===== src/rtl/core/ssd_pkg.sv =====
// Shared constants, segment encoding and the reciprocal used to divide by ten.
package ssd_pkg;

    localparam int DEFAULT_NUM_DIGITS = 8;

    localparam int IN_TDATA_W  = 32;
    localparam int OUT_TDATA_W = 16;
    localparam int SEL_W       = 3;
    localparam int SEG_W       = 8;
    localparam int QUOT_W      = 29;

    localparam logic OP_LOAD = 1'b0;
    localparam logic OP_TICK = 1'b1;

    localparam logic [31:0] RECIP_TEN = 32'hCCCC_CCCD;
    localparam int          RECIP_SHIFT = 35;

    localparam logic [SEG_W-1:0] SEG_BLANK = 8'h00;

    function automatic logic [SEG_W-1:0] seg_encode(input logic [3:0] digit);
        logic [SEG_W-1:0] code;
        unique case (digit)
            4'd0:    code = 8'h3F;
            4'd1:    code = 8'h06;
            4'd2:    code = 8'h5B;
            4'd3:    code = 8'h4F;
            4'd4:    code = 8'h66;
            4'd5:    code = 8'h6D;
            4'd6:    code = 8'h7D;
            4'd7:    code = 8'h07;
            4'd8:    code = 8'h7F;
            4'd9:    code = 8'h6F;
            default: code = SEG_BLANK;
        endcase
        return code;
    endfunction

endpackage


===== src/rtl/core/seven_segment_decimal_display_scanner_top.sv =====
// Multiplexed seven-segment display scanner with an iterative binary-to-decimal loader.
// A tick word's scan slot is registered and appears on the output the cycle after acceptance.
// Ticks may follow each other every cycle while no load converts and the output word is taken.
// A load of a nonzero number holds the input off while up to NUM_DIGITS digits are converted,
// lowest first, via ST_MUL and ST_DIG on the shared divide-by-ten multiplier; zero does not.
// Synchronous active-low reset blanks every digit, clears the overflow flag and scan position.
module seven_segment_decimal_display_scanner_top #(
    parameter int NUM_DIGITS = ssd_pkg::DEFAULT_NUM_DIGITS
) (
    input  logic                             i_clk,
    input  logic                             i_rst_n,
    input  logic                             s_axis_tvalid,
    output logic                             s_axis_tready,
    input  logic [ssd_pkg::IN_TDATA_W-1:0]   s_axis_tdata,  // value [31:0]
    input  logic                             s_axis_tuser,  // operation [0]
    output logic                             m_axis_tvalid,
    input  logic                             m_axis_tready,
    output logic [ssd_pkg::OUT_TDATA_W-1:0]  m_axis_tdata   // digit_select [2:0],
                                                            // segments [10:3],
                                                            // overflow [11], zeros [15:12]
);
    import ssd_pkg::*;

    localparam int IDX_W = (NUM_DIGITS > 1) ? $clog2(NUM_DIGITS) : 1;
    localparam logic [IDX_W-1:0] LAST_IDX = IDX_W'(NUM_DIGITS - 1);

    typedef enum logic [1:0] {
        ST_IDLE,
        ST_MUL,
        ST_DIG
    } t_state;

    t_state                  r_state;
    logic [SEG_W-1:0]        r_codes [NUM_DIGITS];
    logic [IDX_W-1:0]        r_scan;
    logic [IDX_W-1:0]        r_pos;
    logic                    r_overflow;
    logic [31:0]             r_val;
    logic [QUOT_W-1:0]       r_quot;
    logic                    r_m_valid;
    logic [OUT_TDATA_W-1:0]  r_m_data;

    logic                    w_in_acc;
    logic [63:0]             w_prod;
    logic [31:0]             w_q10;
    logic [31:0]             w_rem;

    assign s_axis_tready = (r_state == ST_IDLE) && (!r_m_valid || m_axis_tready);
    assign w_in_acc      = s_axis_tvalid && s_axis_tready;
    assign m_axis_tvalid = r_m_valid;
    assign m_axis_tdata  = r_m_data;

    assign w_prod = 64'(r_val) * 64'(RECIP_TEN);
    assign w_q10  = {r_quot, 3'b000} + {2'b00, r_quot, 1'b0};
    assign w_rem  = r_val - w_q10;

    always_ff @(posedge i_clk) begin
        if (!i_rst_n) begin
            r_state    <= ST_IDLE;
            r_scan     <= '0;
            r_pos      <= '0;
            r_overflow <= 1'b0;
            r_m_valid  <= 1'b0;
            for (int i = 0; i < NUM_DIGITS; i++) begin
                r_codes[i] <= SEG_BLANK;
            end
        end else begin
            if (w_in_acc && s_axis_tuser == OP_TICK) begin
                r_m_valid <= 1'b1;
            end else if (m_axis_tready) begin
                r_m_valid <= 1'b0;
            end
            unique case (r_state)
                ST_IDLE: begin
                    if (w_in_acc) begin
                        if (s_axis_tuser == OP_TICK) begin
                            r_m_data  <= {4'b0000, r_overflow, r_codes[r_scan],
                                          SEL_W'(r_scan)};
                            r_scan    <= (r_scan == LAST_IDX) ? '0 : r_scan + 1'b1;
                        end else begin
                            for (int i = 0; i < NUM_DIGITS - 1; i++) begin
                                r_codes[i] <= SEG_BLANK;
                            end
                            r_codes[LAST_IDX] <= (s_axis_tdata == '0) ? seg_encode(4'd0)
                                                                      : SEG_BLANK;
                            if (s_axis_tdata == '0) begin
                                r_overflow <= 1'b0;
                            end else begin
                                r_val   <= s_axis_tdata;
                                r_pos   <= LAST_IDX;
                                r_state <= ST_MUL;
                            end
                        end
                    end
                end
                ST_MUL: begin
                    r_quot  <= w_prod[63:RECIP_SHIFT];
                    r_state <= ST_DIG;
                end
                ST_DIG: begin
                    r_codes[r_pos] <= seg_encode(w_rem[3:0]);
                    r_val          <= 32'(r_quot);
                    if (r_quot == '0 || r_pos == '0) begin
                        r_overflow <= (r_quot != '0);
                        r_state    <= ST_IDLE;
                    end else begin
                        r_pos   <= r_pos - 1'b1;
                        r_state <= ST_MUL;
                    end
                end
                default: r_state <= ST_IDLE;
            endcase
        end
    end

endmodule


===== config.mk =====
export PLATFORM = sky130hd
export DESIGN_NAME = seven_segment_decimal_display_scanner_top
export DESIGN_NICKNAME = d
export VERILOG_FILES = /design/src/rtl/core/ssd_pkg.sv /design/src/rtl/core/seven_segment_decimal_display_scanner_top.sv
export SDC_FILE = /design/constraint.sdc
export NUM_CORES = 1
export LEC_CHECK = 0
export BUFFER_PORTS_ARGS = -buffer_cell sky130_fd_sc_hd__buf_2
export CAP_MARGIN = 30
export CORE_MARGIN = 2
export CORE_UTILIZATION = 30
export CTS_CLUSTER_SIZE = 8
export DETAILED_ROUTE_END_ITERATION = 7
export HOLD_SLACK_MARGIN = 0.12
export SETUP_SLACK_MARGIN = 0.1
export SLEW_MARGIN = 0
export SYNTH_ARGS = -nofsm -noshare
export SYNTH_HDL_FRONTEND = slang
export SYNTH_SLANG_ARGS = --single-unit

===== constraint.sdc =====
create_clock -name i_clk -period 6.2 [get_ports i_clk]
set_clock_uncertainty 0.05 [all_clocks]
set_input_delay 0.31 -clock i_clk [delete_from_list [all_inputs] [get_ports i_clk]]
set_output_delay 0.31 -clock i_clk [all_outputs]
set_load 0.005 [all_outputs]

==> flow_metrics.tcl <==
set metrics [dict create \
    synth_edf_count 128 \
    n_antenna_cell 0 \
    post-synth-top-count-cell "inv_1" \
    drive_gt1_share_pct 28.3 \
    worst_setup_path_end_kind "register" \
    required_ns 6.35 \
    syn_area_um2 23000 \
    wl_um 73300 \
    cts_sinks 138 \
    grt_max_degree 34 \
    hpwl_um 64300 \
    grt.total_usage_pct 19.2 \
    num_rows 101 \
    grt_pass1_vias 18400 \
    grt_antenna_before_repair 1 \
    wl_per_cell_um 19.8 \
    synth_common_cells "inv_1 (548), fa_1 (386), ha_1 (359)" \
    finalHoldViolations 0 \
    port_buffers 49 \
    grt_pass1_wl_um 112000 \
    cp-start-kind "register" \
    vias_per_cell 4.61 \
    cp_max_fo 5 \
    syn_area_per_cell_um2 10.6 \
    synth.yosys.seq_area_share_pct 17.6 \
    hp-class "in -> reg" \
    yosysWarnings 0 \
    cts-root-buf "clkbuf_16" \
    synth.distinct_cells 81 \
    min_period_ns 6.91 \
    synthFlopType "edfxtp_1" \
    ys_async_sr_fraction_pct 0 \
    area_growth_syn_to_layout_pct 29.4 \
    status "finished with violations" \
    synth_area_leaders "fa_1 (34%), ha_1 (20%), edfxtp_1 (17%)" \
    syn-instance-count 2178 \
    synth_top_area_share_pct 33.6 \
    fmax_mhz 145 \
    place_congestion 0.986 \
    die-width_um 281 \
    nets 3439 \
    critPathKind "reg -> reg" \
    slew_violations 0 \
    drtIter0Drc 1046 \
    die_area_um2 79000 \
    vias 17100 \
    fp.coreArea_um2 75900 \
    clk_pin_slew_ns 0.07 \
    cts_tree "yes" \
    io_pins 55 \
    clk_latency_ns 0.45 \
    regToRegSetupSlack_ns -0.71 \
    cts_buffer_depth 2 \
    slew_headroom_pct 38.8 \
    ys_ff_latch 138 \
    synth_largest_area_cell "fa_1" \
    drc 0 \
    period_share_pct 111 \
    cap_violations 0 \
    firstDrtPassIters 7 \
    violations "setup timing" \
    numCtsBuffers 17 \
    start_util_pct 30.3 \
    post-route-worst-setup-slack_ns -0.711 \
    htree_levels 4 \
    ant_nets 0 \
    setup_viol 29 \
    arrival_ns 7.06 \
    rsz0062_at_grt "true" \
    overflow 0 \
    tns_ns -15.26 \
    die_h_um 281 \
    tightest_slew_ns 0.918 \
]
[timing repair]
action	4_1_cts	5_1_grt
setup buffers	44	26
hold buffers	6	0
pin swaps	98	75
endpoints found under the setup margin	29	29
hold endpoints to repair	6	0
gates resized for setup	115	78
[metal layers]
metal | share of wire (%) | global-route usage, % | routed length [µm] | vias to the layer above
met5 | 0.012 | 0 | 9 | -
met1 | 45 | 26.2 | 32600 | 8549
met3 | 4.8 | 1.91 | 3510 | 97
li1 | - | - | - | 7948
met4 | 4.0 | 7.14 | 2910 | 2
met2 | 47 | 31.6 | 34200 | 456
[through the flow]
| stage | hold slack, ns | area [µm²] | setup slack [ns] | util [%] | std cells |
|---|---|---|---|---|---|
| finish | 0.143 | 29800 | -0.711 | 39.2 | 3700 |
| detailed placement | 0.472 | 27600 | -0.878 | 36.4 | 3594 |
| floorplan | 0.385 | 23500 | -0.314 | - | 2182 |
| CTS | 0.122 | 29200 | -0.681 | 38.5 | 3675 |
| global placement | 0.475 | 27600 | -0.887 | 36.3 | 3593 |
| global route | 0.135 | 29800 | -0.906 | 39.2 | 3700 |
[final timing paths]
path / startpoint / to / depth (start not counted)
setup reg to reg: r_val[12] / r_quot[15] / 27
setup / recovery: r_val[12] / r_quot[15] / 27
hold / removal: m_axis_tready / m_axis_tvalid / 3
hold reg to reg: r_overflow / m_axis_tdata[11] / 0
[registers in the layout, summed over array words and instances, names as in the netlist]
name           flops
r_codes           56
r_val             32
r_quot            29
m_axis_tdata      11
r_pos              3
r_scan             3
r_state            2
m_axis_tvalid      1
r_overflow         1
[placed cells by master (no fill, tap or decap), types with 22 or more instances in the layout]
cell / n
fa_1: 369
nand4_1: 23
o21ai_0: 25
ha_4: 56
nor2_1: 93
buf_6: 26
buf_2: 49
inv_2: 22
nand2_1: 145
ha_1: 295
edfxtp_1: 128
xnor2_1: 35
a21oi_1: 48
inv_1: 523
xor2_1: 33
a21o_1: 36
buf_4: 412
[critical path: stages, from the launching register on]
cell and delay (ns):
edfxtp_1 0.38, buf_4 0.18, ha_4 0.19, buf_4 0.14, ha_4 0.25, fa_1 0.49, inv_1 0.06, fa_1 0.59
inv_1 0.07, fa_1 0.48, fa_1 0.51, fa_1 0.49, inv_1 0.05, fa_1 0.47, inv_1 0.06, ha_4 0.21
buf_4 0.15, nand2_1 0.13, o21bai_4 0.11, a2111oi_4 0.31, buf_4 0.20, a211oi_4 0.08, buf_4 0.15, or3_4 0.34
buf_6 0.13, a21o_1 0.18, a21oi_2 0.15, xnor2_1 0.07
[logic make-up after synthesis]
family,Yosys count,synth area share (%)
XOR/XNOR,79,3.04
flip-flops,138,17.6
AND/OR/NAND/NOR,375,7.64
other,1,0.0163
multiplexers,24,1.85
adder cells (fa/ha/maj),745,53.1
AO/OA/AOI/OAI,226,6.79
buffers and inverters,590,10.0
[final cells by class]
class / instances / area [µm²]
clock buffers: 17 / 425
clock inverters: 15 / 155
fillers: 7384 / 46200
inverters: 548 / 2070
multi-input cells: 1454 / 18000
flip-flops and latches: 138 / 4040
well taps: 1030 / 1290
repair buffers: 498 / 3790
Power is left out: the tool's default activity adds up to more than one toggle a clock period on the data nets, which glitch-free logic cannot reach.
